[src/design/pidpi_pkg.sv]
// Shared constants and types for the fixed-point PID controller.
// No dependencies; every other design file imports this package.
`default_nettype none

package pidpi_pkg;

  localparam int DATA_WIDTH_DEF     = 16;
  localparam int INTEGRAL_WIDTH_DEF = 24;
  localparam int GAIN_FRAC_BITS_DEF = 8;

  localparam int GAIN_W    = 16;
  localparam int CFG_IDX_W = 3;
  localparam int FUNC_W    = 2;

  typedef enum logic [FUNC_W-1:0] {
    FUNC_POS    = 2'd0,
    FUNC_DIRECT = 2'd1,
    FUNC_INCR   = 2'd2,
    FUNC_CLEAR  = 2'd3
  } func_e;

  typedef enum logic [CFG_IDX_W-1:0] {
    CFG_KP   = 3'd0,
    CFG_KI   = 3'd1,
    CFG_KD   = 3'd2,
    CFG_OLIM = 3'd3,
    CFG_ILIM = 3'd4
  } cfg_idx_e;

endpackage

`default_nettype wire

[src/design/pidpi_in_stage.sv]
// Input register stage: captures one input word and holds it until the core takes it.
// Depends on pidpi_pkg.
`default_nettype none

module pidpi_in_stage import pidpi_pkg::*; #(
  parameter int DATA_WIDTH     = DATA_WIDTH_DEF,
  parameter int INTEGRAL_WIDTH = INTEGRAL_WIDTH_DEF
) (
  input  wire logic                             clk_i,
  input  wire logic                             rst_ni,
  input  wire logic                             in_valid_i,
  output      logic                             in_stall_o,
  input  wire logic [FUNC_W-1:0]                func_i,
  input  wire logic signed [DATA_WIDTH-1:0]     setpoint_i,
  input  wire logic signed [DATA_WIDTH-1:0]     feedback_i,
  input  wire logic signed [DATA_WIDTH:0]       term_error_i,
  input  wire logic signed [INTEGRAL_WIDTH-1:0] term_integral_i,
  input  wire logic signed [DATA_WIDTH:0]       term_derivative_i,
  input  wire logic                             adv_i,
  output      logic                             valid_o,
  output      func_e                            func_o,
  output      logic signed [DATA_WIDTH-1:0]     setpoint_o,
  output      logic signed [DATA_WIDTH-1:0]     feedback_o,
  output      logic signed [DATA_WIDTH:0]       term_error_o,
  output      logic signed [INTEGRAL_WIDTH-1:0] term_integral_o,
  output      logic signed [DATA_WIDTH:0]       term_derivative_o
);

  logic valid_q, valid_d;
  logic load;

  assign in_stall_o = valid_q & ~adv_i;
  assign load       = in_valid_i & ~in_stall_o;
  assign valid_d    = load | (valid_q & ~adv_i);
  assign valid_o    = valid_q;

  always_ff @(posedge clk_i or negedge rst_ni) begin
    if (!rst_ni) begin
      valid_q <= 1'b0;
    end else begin
      valid_q <= valid_d;
    end
  end

  always_ff @(posedge clk_i) begin
    if (load) begin
      func_o            <= func_e'(func_i);
      setpoint_o        <= setpoint_i;
      feedback_o        <= feedback_i;
      term_error_o      <= term_error_i;
      term_integral_o   <= term_integral_i;
      term_derivative_o <= term_derivative_i;
    end
  end

endmodule

`default_nettype wire

[src/design/pidpi_core.sv]
// Controller state and the single-pass PID arithmetic: error, integral clamp,
// three gain products, floor shift, output clamp and incremental saturation. Uses pidpi_pkg.
`default_nettype none

module pidpi_core import pidpi_pkg::*; #(
  parameter int DATA_WIDTH     = DATA_WIDTH_DEF,
  parameter int INTEGRAL_WIDTH = INTEGRAL_WIDTH_DEF,
  parameter int GAIN_FRAC_BITS = GAIN_FRAC_BITS_DEF
) (
  input  wire logic                             clk_i,
  input  wire logic                             rst_ni,
  input  wire logic                             fire_i,
  input  wire func_e                            func_i,
  input  wire logic signed [DATA_WIDTH-1:0]     setpoint_i,
  input  wire logic signed [DATA_WIDTH-1:0]     feedback_i,
  input  wire logic signed [DATA_WIDTH:0]       term_error_i,
  input  wire logic signed [INTEGRAL_WIDTH-1:0] term_integral_i,
  input  wire logic signed [DATA_WIDTH:0]       term_derivative_i,
  input  wire logic signed [GAIN_W-1:0]         kp_i,
  input  wire logic signed [GAIN_W-1:0]         ki_i,
  input  wire logic signed [GAIN_W-1:0]         kd_i,
  input  wire logic [DATA_WIDTH-2:0]            olim_i,
  input  wire logic [INTEGRAL_WIDTH-2:0]        ilim_i,
  output      logic signed [DATA_WIDTH-1:0]     result_o
);

  localparam int DW  = DATA_WIDTH;
  localparam int IW  = INTEGRAL_WIDTH;
  localparam int EW  = DW + 1;
  localparam int DFW = DW + 2;
  localparam int DDW = DW + 3;
  localparam int AW  = ((IW > EW) ? IW : EW) + 1;
  localparam int MW  = (IW > DDW) ? IW : DDW;
  localparam int PW  = GAIN_W + MW;
  localparam int SW  = PW + 2;

  localparam logic signed [DW:0] OMax = $signed({2'b00, {(DW-1){1'b1}}});
  localparam logic signed [DW:0] OMin = $signed({2'b11, {(DW-1){1'b0}}});

  logic signed [IW-1:0] iacc_q, iacc_d;
  logic signed [EW-1:0] last_q, last_d;
  logic signed [EW-1:0] bl_q, bl_d;
  logic signed [DW-1:0] held_q, held_d;

  logic signed [EW-1:0]  err;
  logic signed [DFW-1:0] d1;
  logic signed [DDW-1:0] dd;
  logic signed [AW-1:0]  ipre, iclamp, ilim_s;
  logic signed [IW-1:0]  inew;
  logic signed [MW-1:0]  opp, opi, opd;
  logic signed [PW-1:0]  pp, pi, pd;
  logic signed [SW-1:0]  sum, shr, oclamp, olim_s;
  logic signed [DW-1:0]  clamped;
  logic signed [DW:0]    isum, isat;
  logic signed [DW-1:0]  res;

  assign err = EW'(setpoint_i) - EW'(feedback_i);
  assign d1  = DFW'(err) - DFW'(last_q);
  assign dd  = DDW'(err) - (DDW'(last_q) <<< 1) + DDW'(bl_q);

  assign ilim_s = AW'($signed({1'b0, ilim_i}));
  assign ipre   = AW'(iacc_q) + AW'(err);

  always_comb begin
    if (ipre > ilim_s) begin
      iclamp = ilim_s;
    end else if (ipre < -ilim_s) begin
      iclamp = -ilim_s;
    end else begin
      iclamp = ipre;
    end
  end

  assign inew = iclamp[IW-1:0];

  always_comb begin
    unique case (func_i)
      FUNC_POS: begin
        opp = MW'(err);
        opi = MW'(inew);
        opd = MW'(d1);
      end
      FUNC_DIRECT: begin
        opp = MW'(term_error_i);
        opi = MW'(term_integral_i);
        opd = MW'(term_derivative_i);
      end
      FUNC_INCR: begin
        opp = MW'(d1);
        opi = MW'(err);
        opd = MW'(dd);
      end
      FUNC_CLEAR: begin
        opp = '0;
        opi = '0;
        opd = '0;
      end
    endcase
  end

  assign pp  = PW'(kp_i) * PW'(opp);
  assign pi  = PW'(ki_i) * PW'(opi);
  assign pd  = PW'(kd_i) * PW'(opd);
  assign sum = SW'(pp) + SW'(pi) + SW'(pd);
  assign shr = sum >>> GAIN_FRAC_BITS;

  assign olim_s = SW'($signed({1'b0, olim_i}));

  always_comb begin
    if (shr > olim_s) begin
      oclamp = olim_s;
    end else if (shr < -olim_s) begin
      oclamp = -olim_s;
    end else begin
      oclamp = shr;
    end
  end

  assign clamped = oclamp[DW-1:0];
  assign isum    = (DW+1)'(held_q) + (DW+1)'(clamped);

  always_comb begin
    if (isum > OMax) begin
      isat = OMax;
    end else if (isum < OMin) begin
      isat = OMin;
    end else begin
      isat = isum;
    end
  end

  always_comb begin
    iacc_d = iacc_q;
    last_d = last_q;
    bl_d   = bl_q;
    unique case (func_i)
      FUNC_POS: begin
        res    = clamped;
        iacc_d = inew;
        last_d = err;
      end
      FUNC_DIRECT: begin
        res    = clamped;
        iacc_d = term_integral_i;
      end
      FUNC_INCR: begin
        res    = isat[DW-1:0];
        bl_d   = last_q;
        last_d = err;
      end
      FUNC_CLEAR: begin
        res    = '0;
        iacc_d = '0;
        last_d = '0;
      end
    endcase
    held_d = res;
  end

  assign result_o = res;

  always_ff @(posedge clk_i or negedge rst_ni) begin
    if (!rst_ni) begin
      iacc_q <= '0;
      last_q <= '0;
      bl_q   <= '0;
      held_q <= '0;
    end else if (fire_i) begin
      iacc_q <= iacc_d;
      last_q <= last_d;
      bl_q   <= bl_d;
      held_q <= held_d;
    end
  end

endmodule

`default_nettype wire

[src/design/pidpi_out_stage.sv]
// Result register: holds one output word until the consumer takes it.
// Depends on pidpi_pkg.
`default_nettype none

module pidpi_out_stage import pidpi_pkg::*; #(
  parameter int DATA_WIDTH = DATA_WIDTH_DEF
) (
  input  wire logic                         clk_i,
  input  wire logic                         rst_ni,
  input  wire logic                         load_i,
  input  wire logic signed [DATA_WIDTH-1:0] result_i,
  output      logic                         take_o,
  output      logic                         out_valid_o,
  input  wire logic                         out_stall_i,
  output      logic signed [DATA_WIDTH-1:0] control_out_o
);

  logic valid_q, valid_d;
  logic signed [DATA_WIDTH-1:0] data_q;

  assign take_o      = ~valid_q | ~out_stall_i;
  assign valid_d     = load_i | (valid_q & out_stall_i);
  assign out_valid_o = valid_q;
  assign control_out_o = data_q;

  always_ff @(posedge clk_i or negedge rst_ni) begin
    if (!rst_ni) begin
      valid_q <= 1'b0;
    end else begin
      valid_q <= valid_d;
    end
  end

  always_ff @(posedge clk_i) begin
    if (load_i) begin
      data_q <= result_i;
    end
  end

endmodule

`default_nettype wire

[src/design/pid_controller_pos_incr.sv]
// Top level of the fixed-point PID controller: configuration registers, input
// stage, core and result stage. Depends on pidpi_pkg and the pidpi_* modules.
//
//   channel | direction | handshake                   | word
//   --------+-----------+-----------------------------+-------------------------------
//   in      | input     | in_valid_i / in_stall_o     | func, setpoint, feedback, terms
//   out     | output    | out_valid_o / out_stall_i   | control_out
//   cfg     | input     | cfg_we_i (no handshake)     | cfg_idx_i, cfg_wdata_i
//
// Words pass the input register, the core and the result register in turn.
// One word per cycle while out_stall_i is low, set by the controller state loop.
// Reset clears gains, limits, integral, error history and held output.
// An output stall backs up through the result and input registers to in_stall_o.
`default_nettype none

module pid_controller_pos_incr import pidpi_pkg::*; #(
  parameter int DATA_WIDTH     = DATA_WIDTH_DEF,
  parameter int INTEGRAL_WIDTH = INTEGRAL_WIDTH_DEF,
  parameter int GAIN_FRAC_BITS = GAIN_FRAC_BITS_DEF,
  localparam int CfgMax1 = (GAIN_W > DATA_WIDTH - 1) ? GAIN_W : DATA_WIDTH - 1,
  localparam int CfgW = (CfgMax1 > INTEGRAL_WIDTH - 1) ? CfgMax1 : INTEGRAL_WIDTH - 1
) (
  input  wire logic                             clk_i,
  input  wire logic                             rst_ni,
  input  wire logic                             cfg_we_i,
  input  wire logic [CFG_IDX_W-1:0]             cfg_idx_i,
  input  wire logic [CfgW-1:0]                  cfg_wdata_i,
  input  wire logic                             in_valid_i,
  output      logic                             in_stall_o,
  input  wire logic [FUNC_W-1:0]                func_i,
  input  wire logic signed [DATA_WIDTH-1:0]     setpoint_i,
  input  wire logic signed [DATA_WIDTH-1:0]     feedback_i,
  input  wire logic signed [DATA_WIDTH:0]       term_error_i,
  input  wire logic signed [INTEGRAL_WIDTH-1:0] term_integral_i,
  input  wire logic signed [DATA_WIDTH:0]       term_derivative_i,
  output      logic                             out_valid_o,
  input  wire logic                             out_stall_i,
  output      logic signed [DATA_WIDTH-1:0]     control_out_o
);

  logic signed [GAIN_W-1:0]    kp_q, ki_q, kd_q;
  logic [DATA_WIDTH-2:0]       olim_q;
  logic [INTEGRAL_WIDTH-2:0]   ilim_q;

  always_ff @(posedge clk_i or negedge rst_ni) begin
    if (!rst_ni) begin
      kp_q   <= '0;
      ki_q   <= '0;
      kd_q   <= '0;
      olim_q <= '0;
      ilim_q <= '0;
    end else if (cfg_we_i) begin
      unique case (cfg_idx_e'(cfg_idx_i))
        CFG_KP:   kp_q   <= cfg_wdata_i[GAIN_W-1:0];
        CFG_KI:   ki_q   <= cfg_wdata_i[GAIN_W-1:0];
        CFG_KD:   kd_q   <= cfg_wdata_i[GAIN_W-1:0];
        CFG_OLIM: olim_q <= cfg_wdata_i[DATA_WIDTH-2:0];
        CFG_ILIM: ilim_q <= cfg_wdata_i[INTEGRAL_WIDTH-2:0];
        default: begin
        end
      endcase
    end
  end

  logic                             s1_valid;
  logic                             fire;
  logic                             take;
  func_e                            s1_func;
  logic signed [DATA_WIDTH-1:0]     s1_sp, s1_fb;
  logic signed [DATA_WIDTH:0]       s1_te, s1_td;
  logic signed [INTEGRAL_WIDTH-1:0] s1_ti;
  logic signed [DATA_WIDTH-1:0]     result;

  assign fire = s1_valid & take;

  pidpi_in_stage #(
    .DATA_WIDTH    (DATA_WIDTH),
    .INTEGRAL_WIDTH(INTEGRAL_WIDTH)
  ) u_in (
    .clk_i            (clk_i),
    .rst_ni           (rst_ni),
    .in_valid_i       (in_valid_i),
    .in_stall_o       (in_stall_o),
    .func_i           (func_i),
    .setpoint_i       (setpoint_i),
    .feedback_i       (feedback_i),
    .term_error_i     (term_error_i),
    .term_integral_i  (term_integral_i),
    .term_derivative_i(term_derivative_i),
    .adv_i            (take),
    .valid_o          (s1_valid),
    .func_o           (s1_func),
    .setpoint_o       (s1_sp),
    .feedback_o       (s1_fb),
    .term_error_o     (s1_te),
    .term_integral_o  (s1_ti),
    .term_derivative_o(s1_td)
  );

  pidpi_core #(
    .DATA_WIDTH    (DATA_WIDTH),
    .INTEGRAL_WIDTH(INTEGRAL_WIDTH),
    .GAIN_FRAC_BITS(GAIN_FRAC_BITS)
  ) u_core (
    .clk_i            (clk_i),
    .rst_ni           (rst_ni),
    .fire_i           (fire),
    .func_i           (s1_func),
    .setpoint_i       (s1_sp),
    .feedback_i       (s1_fb),
    .term_error_i     (s1_te),
    .term_integral_i  (s1_ti),
    .term_derivative_i(s1_td),
    .kp_i             (kp_q),
    .ki_i             (ki_q),
    .kd_i             (kd_q),
    .olim_i           (olim_q),
    .ilim_i           (ilim_q),
    .result_o         (result)
  );

  pidpi_out_stage #(
    .DATA_WIDTH(DATA_WIDTH)
  ) u_out (
    .clk_i        (clk_i),
    .rst_ni       (rst_ni),
    .load_i       (fire),
    .result_i     (result),
    .take_o       (take),
    .out_valid_o  (out_valid_o),
    .out_stall_i  (out_stall_i),
    .control_out_o(control_out_o)
  );

  a_clear_zero: assert property (@(posedge clk_i) disable iff (!rst_ni)
    fire && (s1_func == FUNC_CLEAR) |=> out_valid_o && (control_out_o == '0))
    else $error("clear did not give a zero output word");

  a_out_clamp: assert property (@(posedge clk_i) disable iff (!rst_ni)
    fire && (s1_func != FUNC_INCR) |=>
      ($signed(control_out_o) <= $signed({1'b0, olim_q})) &&
      ($signed(control_out_o) >= -$signed({1'b0, olim_q})))
    else $error("output word outside the output limit");

  a_stall_needs_word: assert property (@(posedge clk_i) disable iff (!rst_ni)
    in_stall_o |-> s1_valid && out_valid_o && out_stall_i)
    else $error("input stalled without a held word");

endmodule

`default_nettype wire
[config.mk]
export PLATFORM = sky130hd
export DESIGN_NAME = pid_controller_pos_incr
export DESIGN_NICKNAME = d
export VERILOG_FILES = /design/src/design/pidpi_pkg.sv /design/src/design/pidpi_in_stage.sv /design/src/design/pidpi_core.sv /design/src/design/pidpi_out_stage.sv /design/src/design/pid_controller_pos_incr.sv
export SDC_FILE = /design/constraint.sdc
export NUM_CORES = 2
export LEC_CHECK = 0
export BUFFER_PORTS_ARGS = -buffer_cell sky130_fd_sc_hd__buf_2
export CAP_MARGIN = 20
export CORE_MARGIN = 2
export CORE_UTILIZATION = 65
export CTS_CLUSTER_DIAMETER = 30
export DETAILED_ROUTE_END_ITERATION = 10
export PLACE_DENSITY = 0.88
export SLEW_MARGIN = 20
export SYNTH_ARGS = -nofsm -noshare
export SYNTH_HDL_FRONTEND = slang
export SYNTH_SLANG_ARGS = --single-unit
export TNS_END_PERCENT = 50
[constraint.sdc]
create_clock -name clk_i -period 25.7 [get_ports clk_i]
set_input_delay 3.855 -clock clk_i [delete_from_list [all_inputs] [get_ports clk_i]]
set_output_delay 3.855 -clock clk_i [all_outputs]
set_load 0.05 [all_outputs]
==> results.yml <==
clock_tree:
  cts_made_buffers: 70
  cts_root_buffer: "clkbuf_16"
  htree_levels: 3
  clk_pin_slew_ns: 0.06
  post_cts_buffers: 0
  cts_tree: "yes"
  clk_latency_ns: 0.65
  numClockSinks: 270
  cts-resized-gates: 0
  clockBufferDepth: 3
  postCtsHoldBufs: 0
placed_design:
  dp_cells: 7174
  gp_congestion: 1.09
  place_hpwl_mm: 141
  post_dp_cell_area_um2: 58900
  io_buffers: 140
synthesis:
  ys_warn_count: 0
  synth_cells: 6017
  synth_compound_area_share_pct: 8.64
  synth_fa_ha_area_share_pct: 50.2
  synth_top_family_by_area: "adder cells"
  syn_avg_cell_area_um2: 9.43
  synth-async-reset-ratio_pct: 60.0
  muxShareOfSynthArea_pct: 1.87
  yosysUniqueCellTypes: 106
  yosys.area_share.simple_pct: 13.9
  ys_seq_area_share_pct: 12.9
  syn_nets: 7716
  ys.flop_type: "dfrtp_1"
  syn_area_um2: 56800
  ys_seq_elements: 270
  synth_xor_area_share_pct: 2.08
  synth_edf_count: 108
global_route:
  grt_pass1_wl_mm: 274
  overflow: 0
  track_usage_pct: 40.3
  grt_start_max_net_pins: 108
  antenna_found_initial: 7
  grt_pass1_vias: 49000
timing:
  fmax_mhz: 41.7
  setup_viol: 0
  hold_viol: 0
  period_share_pct: 93.3
  tns_ns: 0
  rsz0062_at_grt: "false"
  min_period_ns: 23.97
  slew_headroom_pct: 19.6
  finClkSkew_ns: 0.0564
  drv_slew: 0
  worst_pin_slew_ns: 1.20
  timing.hold.ws_ns: 0.482
routing:
  drc: 0
  vias: 45500
  first_iter_violations: 5014
  routedWlPerCell_um: 24.0
  wl_mm: 175
  ant_nets: 0
  drt-pass1-iter-count: 8
  viasPerCell: 6.22
final_layout:
  synthToLayoutAreaGrowth_pct: 8.27
  ff_latch_area_um2: 7300
  final_design_area_no_fill_um2: 61500
  multi_input_area_um2: 43700
  nets: 7791
  drive_above_1_share_pct: 9.07
  n_fill_cell: 6030
  final_cells: 7309
floorplan:
  start_util_pct: 65.5
  core_um2: 86600
  fp-row-count: 108
  fp.dieW_um: 300
  die_h_um: 300
  pin_count: 141
  die_area_um2: 89700
critical_path:
  path_buf_inv: 5
  crit_path_max_fanout: 33
  endpoint_kind: "register"
  cp.arrival_ns: 24.47
  path_common_cell: "fa_1"
  crit_type: "reg -> reg"
  cp_data_required_time_ns: 26.20
  cp-start-kind: "register"
  slowest_stage: "a22oi_2"
  crit_family: "compound AO/OA/AOI/OAI gates"
  max_stage_delay_ns: 0.88
outcome:
  status: "completed"
min_path:
  hp-class: "reg -> reg"
run:
  maxCapViolations: 0
placed cells by master, fill, tap and decap left out, drive strengths merged, types with 30 or more instances in the layout:
cell type,instances
o21ai,165
nor2b,40
xnor2,90
inv,1314
o31ai,37
and2,303
or2,30
a21oi,157
nand3,84
nand2,813
dfrtp,162
a21o,58
mux2,79
edfxtp,108
fa,1169
nor2,199
and3,43
buf,248
clkbuf,78
xor2,45
nor3,60
ha,407
o21a,30
flip-flops by register name, summed over array words and instances (netlist names), 17 cells and up:
signal,cells
ilim_q,23
u_core.bl_q,17
u_core.iacc_q,24
u_core.last_q,17
u_in.term_derivative_o,17
u_in.term_error_o,17
u_in.term_integral_o,24
cells in the mapped netlist, types with 77 or more instances:
master    count  area, um2
dfrtp_1     162       4050
xnor2_1      90        788
ha_1        407       5090
and2_1      303       1900
a21oi_1     156        781
o21ai_0     153        766
nand3_1      82        410
fa_1       1169      23400
inv_1      1300       4880
nand2_1     811       3040
mux2_2       77        867
nor2_1      197        739
edfxtp_1    108       3240
clkbuf_1    194        728
cells by family after synthesis:
| logic type | after synthesis |
|---|---|
| buf+inv | 1547 |
| simple gates | 1678 |
| mux | 96 |
| compound gates | 713 |
| fa+ha+maj | 1578 |
| xor+xnor | 135 |
| flops | 270 |
routing by layer:
metal  vias to the layer above  GRT usage, %  share of wire, %
met2                      3165          62.9                46
met3                       913          9.88                12
li1                      18800             -                 -
met5                         -             0             0.021
met1                     22600          49.3                34
met4                         6          29.1               9.1
final timing paths:
| path | to | cells past startpoint | start | slack, ns |
|---|---|---|---|---|
| setup / recovery | u_core.held_q[8] | 81 | u_in.feedback_o[0] | 1.73 |
| hold / removal | u_out.out_valid_o | 1 | u_in.valid_o | 0.48 |
| setup reg to reg | u_core.held_q[8] | 81 | u_in.feedback_o[0] | 1.73 |
| hold reg to reg | u_out.out_valid_o | 1 | u_in.valid_o | 0.48 |
| max in group asynchronous | ki_q[6] | 2 | rst_ni | 21.12 |
| min in group asynchronous | u_core.bl_q[16] | 1 | rst_ni | 3.14 |
layout make-up:
type | instances | area share, %
multi-input cells | 4200 | 71.1
repair buffers | 248 | 2.50
diodes | 4 | 0.0163
flip-flops and latches | 270 | 11.9
clock buffers | 78 | 2.98
inverters | 1302 | 7.95
well taps | 1155 | 2.35
clock inverters | 52 | 1.20
metrics by stage:
step	worst slack, ns	util [%]
after floorplan	6.04	-
after global placement	2.91	67.9
after detailed placement	2.65	68.0
after CTS	2.40	70.9
after global routing	0.225	71.0
final	1.73	71.0
Power is left out: the tool's default activity adds up to more than one toggle a clock period on the data nets, which glitch-free logic cannot reach.
